`config.mk`:
```
export PLATFORM = sky130hd
export DESIGN_NAME = polygon_perimeter_and_bounds_unit
export DESIGN_NICKNAME = d
export VERILOG_FILES = /design/src/rtl/core/ppbu_pkg.sv /design/src/rtl/core/polygon_perimeter_and_bounds_unit.sv /design/src/rtl/core/ppbu_edge_len.sv
export SDC_FILE = /design/constraint.sdc
export NUM_CORES = 1
export LEC_CHECK = 0
export BUFFER_PORTS_ARGS = -buffer_cell sky130_fd_sc_hd__buf_4
export CAP_MARGIN = 30
export CORE_ASPECT_RATIO = 0.8
export CORE_MARGIN = 10
export CORE_UTILIZATION = 38
export CTS_CLUSTER_SIZE = 30
export DETAILED_ROUTE_END_ITERATION = 10
export SLEW_MARGIN = 5
export SYNTH_ARGS = -nofsm -noshare
export SYNTH_HDL_FRONTEND = slang
export SYNTH_SLANG_ARGS = --single-unit
export TNS_END_PERCENT = 1
```
`constraint.sdc`:
```
create_clock -name clk -period 23.9 [get_ports clk]
set_clock_uncertainty 0.05 [all_clocks]
set_input_delay 0 -clock clk [delete_from_list [all_inputs] [get_ports clk]]
set_output_delay 0 -clock clk [all_outputs]
set_load 0.03 [all_outputs]
```
`src/rtl/core/ppbu_pkg.sv`:
```
// ----------------------------------------------------------------------------
// ppbu_pkg
// Shared types and constants for the polygon perimeter and bounds unit:
// coordinate and accumulator widths, beat payload structs, FSM state types.
// ----------------------------------------------------------------------------
`default_nettype none

package ppbu_pkg;

	// Fixed field widths of the beat payloads
	localparam int COORD_BITS = 16;
	localparam int ACC_BITS   = 40;

	// Input beat: one vertex
	typedef struct packed {
		logic signed [COORD_BITS-1:0] vertex_x;
		logic signed [COORD_BITS-1:0] vertex_y;
		logic                         last_vertex;
	} ppbu_in_t;

	// Output beat: perimeter and bounding box of one polygon
	typedef struct packed {
		logic [ACC_BITS-1:0]          perimeter;
		logic                         perimeter_saturated;
		logic signed [COORD_BITS-1:0] box_x_min;
		logic signed [COORD_BITS-1:0] box_y_min;
		logic signed [COORD_BITS-1:0] box_x_max;
		logic signed [COORD_BITS-1:0] box_y_max;
	} ppbu_out_t;

	// Top-level sequencer
	typedef enum logic [2:0] {
		ST_IDLE,
		ST_LOAD,
		ST_EDGE,
		ST_CLOSE,
		ST_FIN
	} ppbu_state_t;

	// Edge length unit sequencer
	typedef enum logic [1:0] {
		EL_IDLE,
		EL_SQX,
		EL_SQY,
		EL_ROOT
	} ppbu_el_state_t;

endpackage

`default_nettype wire

```
`src/rtl/core/polygon_perimeter_and_bounds_unit.sv`:
```
// ----------------------------------------------------------------------------
// polygon_perimeter_and_bounds_unit
// Vertex stream in, perimeter and bounding box of each polygon out.
// ----------------------------------------------------------------------------
// Vertices arrive one per input beat; the beat flagged last_vertex closes the
// polygon and produces one output beat with the saturating perimeter (8
// fraction bits by default) and the bounding box, after which the unit starts
// fresh. close_ring (reset 1) adds the edge from the last vertex back to the
// first. The unit holds one vertex at a time: the first vertex of a polygon
// only seeds the polygon state, every other vertex runs the edge unit, one
// shared squarer plus a one-bit-per-cycle square root of COORD_BITS + 1 +
// FRAC_BITS steps; a last vertex with close_ring set runs the edge unit
// twice, and any last vertex then passes a finish state that posts the
// result. The result sits in an output register, so the next polygon can
// start while it waits to be taken.
// ----------------------------------------------------------------------------
`default_nettype none

module polygon_perimeter_and_bounds_unit
	import ppbu_pkg::*;
#(
	parameter int FRAC_BITS = 8
) (
	input  wire logic      clk,
	input  wire logic      arst_n,
	input  wire logic      in_valid,
	output logic           in_ready,
	input  wire ppbu_in_t  in_data,
	output logic           out_valid,
	input  wire logic      out_ready,
	output ppbu_out_t      out_data,
	input  wire logic      cfg_we,
	input  wire logic      cfg_wdata
);

	localparam int ROOT_W = COORD_BITS + 1 + FRAC_BITS;
	localparam logic [ACC_BITS-1:0] ACC_MAX = '1;

	ppbu_state_t state_q, state_d;

	logic                         close_ring_q;
	logic                         have_first_q;
	logic                         out_valid_q;
	ppbu_out_t                    out_q;

	logic signed [COORD_BITS-1:0] cur_x_q, cur_y_q;
	logic                         cur_last_q;
	logic signed [COORD_BITS-1:0] first_x_q, first_y_q;
	logic signed [COORD_BITS-1:0] prev_x_q, prev_y_q;
	logic signed [COORD_BITS-1:0] min_x_q, min_y_q, max_x_q, max_y_q;
	logic [ACC_BITS-1:0]          acc_q;
	logic                         sat_q;

	logic                         edge_start, edge_close, edge_done;
	logic [ROOT_W-1:0]            edge_len;
	logic signed [COORD_BITS-1:0] op_ax, op_ay, op_bx, op_by;
	logic                         acc_add, out_load, out_free, init_first, box_upd;
	logic [ACC_BITS:0]            acc_sum;
	logic [ACC_BITS-1:0]          acc_new;

	// Edge operands: previous-to-current, or current back to first
	always_comb begin
		op_ax = edge_close ? cur_x_q   : prev_x_q;
		op_ay = edge_close ? cur_y_q   : prev_y_q;
		op_bx = edge_close ? first_x_q : cur_x_q;
		op_by = edge_close ? first_y_q : cur_y_q;
	end

	ppbu_edge_len #(
		.FRAC_BITS (FRAC_BITS)
	) u_edge_len (
		.clk    (clk),
		.arst_n (arst_n),
		.start  (edge_start),
		.ax     (op_ax),
		.ay     (op_ay),
		.bx     (op_bx),
		.by     (op_by),
		.done   (edge_done),
		.len    (edge_len)
	);

	// Saturating accumulate
	always_comb begin
		acc_sum = {1'b0, acc_q} + {{(ACC_BITS + 1 - ROOT_W){1'b0}}, edge_len};
		acc_new = acc_sum[ACC_BITS] ? ACC_MAX : acc_sum[ACC_BITS-1:0];
	end

	assign out_free = !out_valid_q || out_ready;

	// Next state
	always_comb begin
		state_d = state_q;
		case (state_q)
			ST_IDLE: begin
				if (in_valid) state_d = ST_LOAD;
			end
			ST_LOAD: begin
				if (have_first_q) state_d = ST_EDGE;
				else if (cur_last_q) state_d = ST_FIN;
				else state_d = ST_IDLE;
			end
			ST_EDGE: begin
				if (edge_done) begin
					if (cur_last_q && close_ring_q) state_d = ST_CLOSE;
					else if (cur_last_q) state_d = ST_FIN;
					else state_d = ST_IDLE;
				end
			end
			ST_CLOSE: begin
				if (edge_done) state_d = ST_FIN;
			end
			ST_FIN: begin
				if (out_free) state_d = ST_IDLE;
			end
			default: state_d = ST_IDLE;
		endcase
	end

	// Sequencer outputs
	always_comb begin
		in_ready   = (state_q == ST_IDLE);
		init_first = (state_q == ST_LOAD) && !have_first_q;
		box_upd    = (state_q == ST_LOAD) && have_first_q;
		edge_close = (state_q == ST_EDGE);
		edge_start = box_upd
		          || ((state_q == ST_EDGE) && edge_done && cur_last_q && close_ring_q);
		acc_add    = ((state_q == ST_EDGE) || (state_q == ST_CLOSE)) && edge_done;
		out_load   = (state_q == ST_FIN) && out_free;
	end

	// Control registers
	always_ff @(posedge clk or negedge arst_n) begin
		if (!arst_n) begin
			state_q      <= ST_IDLE;
			close_ring_q <= 1'b1;
			have_first_q <= 1'b0;
			out_valid_q  <= 1'b0;
		end else begin
			state_q <= state_d;
			if (cfg_we) close_ring_q <= cfg_wdata;
			if (init_first) have_first_q <= 1'b1;
			else if (out_load) have_first_q <= 1'b0;
			if (out_load) out_valid_q <= 1'b1;
			else if (out_ready) out_valid_q <= 1'b0;
		end
	end

	// Vertex, box and sum registers
	always_ff @(posedge clk) begin
		if (in_valid && in_ready) begin
			cur_x_q    <= in_data.vertex_x;
			cur_y_q    <= in_data.vertex_y;
			cur_last_q <= in_data.last_vertex;
		end
		if (init_first) begin
			first_x_q <= cur_x_q;
			first_y_q <= cur_y_q;
			prev_x_q  <= cur_x_q;
			prev_y_q  <= cur_y_q;
			min_x_q   <= cur_x_q;
			min_y_q   <= cur_y_q;
			max_x_q   <= cur_x_q;
			max_y_q   <= cur_y_q;
			acc_q     <= '0;
			sat_q     <= 1'b0;
		end
		if (box_upd) begin
			if (cur_x_q < min_x_q) min_x_q <= cur_x_q;
			if (cur_y_q < min_y_q) min_y_q <= cur_y_q;
			if (cur_x_q > max_x_q) max_x_q <= cur_x_q;
			if (cur_y_q > max_y_q) max_y_q <= cur_y_q;
		end
		if (acc_add) begin
			acc_q <= acc_new;
			if (acc_new == ACC_MAX) sat_q <= 1'b1;
		end
		// previous vertex advances once its edge is in
		if ((state_q == ST_EDGE) && edge_done) begin
			prev_x_q <= cur_x_q;
			prev_y_q <= cur_y_q;
		end
		if (out_load) begin
			out_q.perimeter           <= acc_q;
			out_q.perimeter_saturated <= sat_q;
			out_q.box_x_min           <= min_x_q;
			out_q.box_y_min           <= min_y_q;
			out_q.box_x_max           <= max_x_q;
			out_q.box_y_max           <= max_y_q;
		end
	end

	assign out_valid = out_valid_q;
	assign out_data  = out_q;

endmodule

`default_nettype wire

```
`src/rtl/core/ppbu_edge_len.sv`:
```
// ----------------------------------------------------------------------------
// ppbu_edge_len
// Euclidean edge length between two points in fixed point: one shared
// multiplier squares dx then dy, then a digit-by-digit square root takes one
// root bit per cycle. Result is floor(sqrt((dx^2 + dy^2) << 2*FRAC_BITS)).
// ----------------------------------------------------------------------------
`default_nettype none

module ppbu_edge_len
	import ppbu_pkg::*;
#(
	parameter int FRAC_BITS = 8,
	localparam int ROOT_W = COORD_BITS + 1 + FRAC_BITS
) (
	input  wire logic                         clk,
	input  wire logic                         arst_n,
	input  wire logic                         start,
	input  wire logic signed [COORD_BITS-1:0] ax,
	input  wire logic signed [COORD_BITS-1:0] ay,
	input  wire logic signed [COORD_BITS-1:0] bx,
	input  wire logic signed [COORD_BITS-1:0] by,
	output logic                              done,
	output logic [ROOT_W-1:0]                 len
);

	localparam int DIFF_W = COORD_BITS + 1;
	localparam int SQ_W   = 2 * DIFF_W;
	localparam int RAD_W  = 2 * ROOT_W;
	localparam int REM_W  = ROOT_W + 2;
	localparam int CNT_W  = $clog2(ROOT_W);

	ppbu_el_state_t state_q, state_d;

	logic [DIFF_W-1:0] dx_q, dy_q;
	logic [SQ_W-1:0]   sq_q;
	logic [RAD_W-1:0]  rad_q;
	logic [REM_W-1:0]  rem_q;
	logic [ROOT_W-1:0] root_q;
	logic [CNT_W-1:0]  cnt_q;
	logic              done_q;

	logic signed [DIFF_W-1:0] diff_x, diff_y;
	logic [DIFF_W-1:0]        abs_x, abs_y;
	logic [DIFF_W-1:0]        mul_in;
	logic [SQ_W-1:0]          prod;
	logic [REM_W-1:0]         rem_sh, trial;
	logic                     take;
	logic                     ld_start, do_sqx, do_sqy, do_step, last_step;

	// Absolute coordinate differences
	always_comb begin
		diff_x = {ax[COORD_BITS-1], ax} - {bx[COORD_BITS-1], bx};
		diff_y = {ay[COORD_BITS-1], ay} - {by[COORD_BITS-1], by};
		abs_x  = diff_x[DIFF_W-1] ? DIFF_W'(-diff_x) : DIFF_W'(diff_x);
		abs_y  = diff_y[DIFF_W-1] ? DIFF_W'(-diff_y) : DIFF_W'(diff_y);
	end

	// Shared squarer
	assign mul_in = (state_q == EL_SQX) ? dx_q : dy_q;
	assign prod   = mul_in * mul_in;

	// One root digit: bring down two radicand bits, trial subtract
	always_comb begin
		rem_sh = {rem_q[REM_W-3:0], rad_q[RAD_W-1 -: 2]};
		trial  = {root_q, 2'b01};
		take   = (rem_sh >= trial);
	end

	// Next state
	always_comb begin
		state_d = state_q;
		case (state_q)
			EL_IDLE: if (start) state_d = EL_SQX;
			EL_SQX:  state_d = EL_SQY;
			EL_SQY:  state_d = EL_ROOT;
			EL_ROOT: if (cnt_q == '0) state_d = EL_IDLE;
			default: state_d = EL_IDLE;
		endcase
	end

	// Datapath controls
	always_comb begin
		ld_start  = (state_q == EL_IDLE) && start;
		do_sqx    = (state_q == EL_SQX);
		do_sqy    = (state_q == EL_SQY);
		do_step   = (state_q == EL_ROOT);
		last_step = do_step && (cnt_q == '0);
	end

	always_ff @(posedge clk or negedge arst_n) begin
		if (!arst_n) begin
			state_q <= EL_IDLE;
			done_q  <= 1'b0;
		end else begin
			state_q <= state_d;
			done_q  <= last_step;
		end
	end

	// Payload registers
	always_ff @(posedge clk) begin
		if (ld_start) begin
			dx_q <= abs_x;
			dy_q <= abs_y;
		end
		if (do_sqx) begin
			sq_q <= prod;
		end
		if (do_sqy) begin
			rad_q  <= RAD_W'(sq_q + prod) << (2 * FRAC_BITS);
			rem_q  <= '0;
			root_q <= '0;
			cnt_q  <= CNT_W'(ROOT_W - 1);
		end
		if (do_step) begin
			rad_q  <= rad_q << 2;
			rem_q  <= take ? (rem_sh - trial) : rem_sh;
			root_q <= {root_q[ROOT_W-2:0], take};
			cnt_q  <= cnt_q - 1'b1;
		end
	end

	assign done = done_q;
	assign len  = root_q;

endmodule

`default_nettype wire

```
# After elaboration in Yosys (flattened, before gate mapping)
# Cells that the tools add are included.
# totals
register_bits	473
input_bits	39
# classes
n_mul	1
n_eq_ne	14
muxes	53
reduce_logical	26
add_sub_neg	8
n_lt_le_gt_ge	5
# op_table
cell	n
$mux W16	22
$mux W25	5
$mux W40	3
$mux W50	2
$add A40 B25 Y41	1
$eq A40 B40 Y1 const B	1
$add A34 B34 Y34	1
$mul A17 B17 Y34	1
$neg A17 Y17	2
$sub A16 B16 Y17	2
$gt A16 B16 Y1	2
$lt A16 B16 Y1	2
$ge A27 B27 Y1	1
$sub A25 B25 Y25	1
$mux W3	7
$mux W17	1
$pmux W3 S5	1
$logic_and A1 B1 Y1	11
$mux W5	2
$reduce_bool A2 Y1	5
$pmux W2 S4	1
$mux W1	7
$eq A3 B2 Y1 const B	2
$ne A2 B1 Y1 const B	3
14 further kinds	21

# Longest topological paths before layout
# depth
depth_word	7
depth_mapped	41
mapped_depth_nobuf	39

# Cells and area by module
# A second synthesis with hierarchy kept.
# unflattened
cells_unflattened	3015
area_unflattened_um2	32987.9
# modules_own_cells
mod	seq_area_each_um2	area_each_um2	n_inst	cells_per_inst
ppbu_edge_len	4759.6	18835.6	1	1988
polygon_perimeter_and_bounds_unit	8719.6	14152.3	1	1027

# Least setup slack after synthesis
# No wires, ideal clock.
# synth_path
path_kind	register to register
start	reg u_edge_len.state_q[1]
end	reg u_edge_len.rad_q[49] (data pin)
t_required_ns	23.594
period_less_slack_ns	10.392
path_stages_with_launch	39
arrival_time_ns	10.086
setup_time_ns	0.256
slack_ns	13.508
path_cell_list	dfrtp_1 -> inv_1 -> ha_1 -> buf_1 -> clkbuf_1 -> mux2i_1 -> clkinv_1 -> nand2_1 -> fa_1 -> inv_1 -> fa_1 -> fa_1 -> fa_1 -> fa_1 -> inv_1 -> fa_1 -> inv_1 -> ha_1 -> [3 not listed] -> a21oi_1 -> a211o_1 -> a21o_1 -> nand2_1 -> nand2b_1 -> a21oi_1 -> xnor2_1 -> ha_1 -> nand4_1 -> nor2_1 -> nor2_1 -> nand2_1 -> nor3_1 -> a21oi_1 -> o41a_2 -> mux2i_1 -> a2111o_1 -> o211a_1
# synth_between
elab_chain_len	6
word_cells_on_any_way	7
# synth_lines
item	line_no	text
start, declared	ppbu_edge_len.sv:32	ppbu_el_state_t state_q, state_d;
start signal, assigned	ppbu_edge_len.sv:95	state_q <= state_d;
$eq A2 B1 Y1	ppbu_edge_len.sv:59	assign mul_in = (state_q == EL_SQX) ? dx_q : dy_q;
$mux W17	ppbu_edge_len.sv:59	
$mul A17 B17 Y34	ppbu_edge_len.sv:60	assign prod = mul_in * mul_in;
net u_edge_len.prod[27]	ppbu_edge_len.sv:45	logic [SQ_W-1:0] prod;
$add A34 B34 Y34	ppbu_edge_len.sv:110	rad_q <= RAD_W'(sq_q + prod) << (2 * FRAC_BITS);
$mux W50	ppbu_edge_len.sv:109	if (do_sqy) begin
$mux W50	ppbu_edge_len.sv:115	if (do_step) begin
end signal, assigned	ppbu_edge_len.sv:110	
end signal, assigned	ppbu_edge_len.sv:116	rad_q <= rad_q << 2;
end, declared	ppbu_edge_len.sv:36	logic [RAD_W-1:0] rad_q;
# The timed path passes the listed nets, and every way through them passes these cells. The select of a mux whose other input is x is not followed.
# A chain may end at the register's enable or synchronous reset.

# Worst setup path after layout
# Ends and elaborated chain as after synthesis.

==> results_dict.tcl <==
set metrics [dict create \
    status "complete, no violations" \
    core-area_mm2 0.0858 \
    drive_gt1_share_pct 11.9 \
    antenna_cells 0 \
    hpwl_um 54900 \
    synth_nets 3541 \
    slew_violations 0 \
    setup_viol 0 \
    ant_nets 0 \
    pin_count 146 \
    slowest_delay_ns 0.62 \
    finalCritPeriodShare_pct 43.8 \
    crit_fanout 53 \
    syn_inst 3018 \
    clockRootBuffer "clkbuf_16" \
    tightest_slew_ns 0.974 \
    slew_headroom_pct 35.1 \
    worst_setup_path_end_kind "register" \
    critPathRequiredTime_ns 24.19 \
    fp-row-count 96 \
    die_h_um 283 \
    synth_flop_cell "edfxtp_1" \
    synth_edf_count 398 \
    synth.avg_cell_area_um2 10.9 \
    drv_cap 0 \
    gp_congestion 0.883 \
    rsz0062_at_grt "no" \
    multiInputGateArea_mm2 0.0175 \
    r2r_cells 39 \
    grt_max_degree 71 \
    drtIter0Drc 1509 \
    portBuffers 145 \
    grt_pass1_wl_um 118000 \
    die_w_um 349 \
    areaGrowthSynthToFinish_pct 14.0 \
    crit_path_start_kind "register" \
    synth.top_cells.by_count "inv_1 (420), edfxtp_1 (398), ha_1 (289)" \
    r2r_slack_ns 13.44 \
    fin_crit_ns 10.46 \
    regToRegEndpoint "u_edge_len.rad_q[49]" \
    synthesis.yosys.warnings 0 \
    nFillCells 8099 \
    initial_utilization_pct 38.3 \
    cts_setup_buffers 0 \
    clkTransAtPathRegs_ns 0.06 \
    grt_overflow 0 \
    antenna_found_initial 2 \
    drc 0 \
    hold_class "input port to register" \
    ys_top_cells_by_area "edfxtp_1 (36%), fa_1 (12%), ha_1 (11%), inv_1 (4.8%), dfxtp_1 (4.0%)" \
    track_usage_pct 14.4 \
    ys_seq_area_share_pct 41.0 \
    fmax_ghz 0.0956 \
    crit_start "u_edge_len.state_q[1]" \
    cts_sinks 472 \
    crit_slowest_cell "mux2i_1" \
    cts_resized 0 \
    synth_top_area_share_pct 36.4 \
    setup_tns_ns 0 \
    hold_viol 0 \
    dr.pass1.iters 5 \
    yosysMostFrequentCell "inv_1" \
    grt_pass1_vias 21500 \
    wl_per_cell_um 16.6 \
    wl_um 72700 \
    numCtsBuffers 49 \
    synthesis.area_mm2 0.0328 \
    synth.largest_area_cell "edfxtp_1" \
    arrival_ns 10.75 \
    clkLatencyLatePin_ns 0.60 \
    synth.ff_latch_count 472 \
    crit_type "register to register" \
    regArea_mm2 0.0135 \
    die_area_mm2 0.0987 \
    r2r-start "u_edge_len.state_q[1]" \
    synth_cell_type_count 82 \
    viasPerCell 5.01 \
    crit_end "u_edge_len.rad_q[49]" \
    cts_tree "done" \
    cts_buffer_depth 3 \
    async_reset_ff_share_pct 1.91 \
    post-route-util_pct 43.7 \
    nets 3738 \
    h-tree-depth 2 \
    vias 21900 \
]
[timing repair]
action | 4_1_cts | 5_1_grt
hold buffers | 39 | 0
endpoints found under the hold margin | 46 | 0
endpoints found under the setup margin | 0 | 0
[worst max-delay path, delay by kind of cell (launching register included)]
family	cells	cell delay (ns)
fa+ha+maj	9	3.91
compound gates	9	2.23
buf+inv	8	1.50
simple gates	10	1.07
mux	2	0.77
flops	1	0.41
xor+xnor	1	0.21
[worst min path at each step]
stage                      startpoint      endpoint  cells after the start
after floorplan                arst_n  have_first_q                      0
after global placement         arst_n     out_valid                      1
after detailed placement       arst_n     out_valid                      1
after CTS                 in_data[12]   cur_y_q[11]                      2
after global routing      in_data[13]   cur_y_q[12]                      2
final                     in_data[16]   cur_y_q[15]                      2
[logic make-up (layout without fill, tap and decap cells)]
family,count (synthesis),after routing,share of synthesized area [%]
simple gates,727,727,10.3
compound gates,521,521,10.4
buf+inv,494,732,5.67
fa+ha+maj,484,484,22.9
flops,472,472,41.0
mux,175,175,5.74
xor+xnor,145,145,3.87
[flip-flops by register name, summed over array words and instances, names as in the netlist, 17 cells and up]
signal,cells
u_edge_len.rad_q,34
acc_q,40
u_edge_len.len,25
u_edge_len.dy_q,17
u_edge_len.dx_q,17
u_edge_len.rem_q,25
out_data,105
u_edge_len.sq_q,33
[cells in the final DEF, fill, tap and decap left out, types with 14 or more instances in the layout]
cell type,Yosys,routed
nand3_1,46,46
edfxtp_1,398,398
nor2b_1,24,24
nand2b_1,32,32
a211oi_1,24,24
mux2i_1,69,68
a31oi_1,16,16
xor2_1,50,50
mux2_2,106,106
or3_1,21,21
nor3_1,50,50
o31ai_1,16,15
nand4_1,30,30
a21o_1,65,65
clkinv_1,7,14
o211ai_1,24,24
inv_1,420,419
o21a_1,39,39
ha_1,289,287
xnor2_1,95,95
nand2_1,203,203
o21ai_0,81,81
dlygate4sd3_1,0,39
and3_1,22,21
buf_4,0,169
clkbuf_16,0,53
nor2_1,233,233
fa_1,195,195
dfxtp_1,65,65
a21oi_1,158,158
nor4_1,14,14
[routing by layer]
layer	up-vias	global-route usage (%)	part of all wire (%)
met2	443	21.3	42
met5	-	0	0
met1	10500	21.8	51
li1	11000	-	-
met4	0	2.79	1.5
met3	76	2.70	5.2
[cell type report]
cell class / instances / share of cell area, %
Multi-Input combinational cell: 2052 / 46.9
Clock inverter: 26 / 0.722
Clock buffer: 66 / 3.81
Timing Repair Buffer: 211 / 4.53
Sequential cell: 472 / 36.0
Tap cell: 1127 / 3.77
Inverter: 429 / 4.30
[metrics by stage]
step / cell area [µm²] / setup WS [ns] / hold WS [ns] / cells
floorplan: 32800 / 13.51 / -0.346 / 3018
global route: 37400 / 12.79 / 0.0446 / 4383
finish: 37400 / 13.44 / 0.0554 / 4383
global placement: 35300 / 13.81 / -0.208 / 4249
CTS: 37400 / 13.46 / 0.0178 / 4383
detailed placement: 35400 / 13.50 / -0.208 / 4252
Power is left out: the tool's default activity adds up to more than one toggle a clock period on the data nets, which glitch-free logic cannot reach.
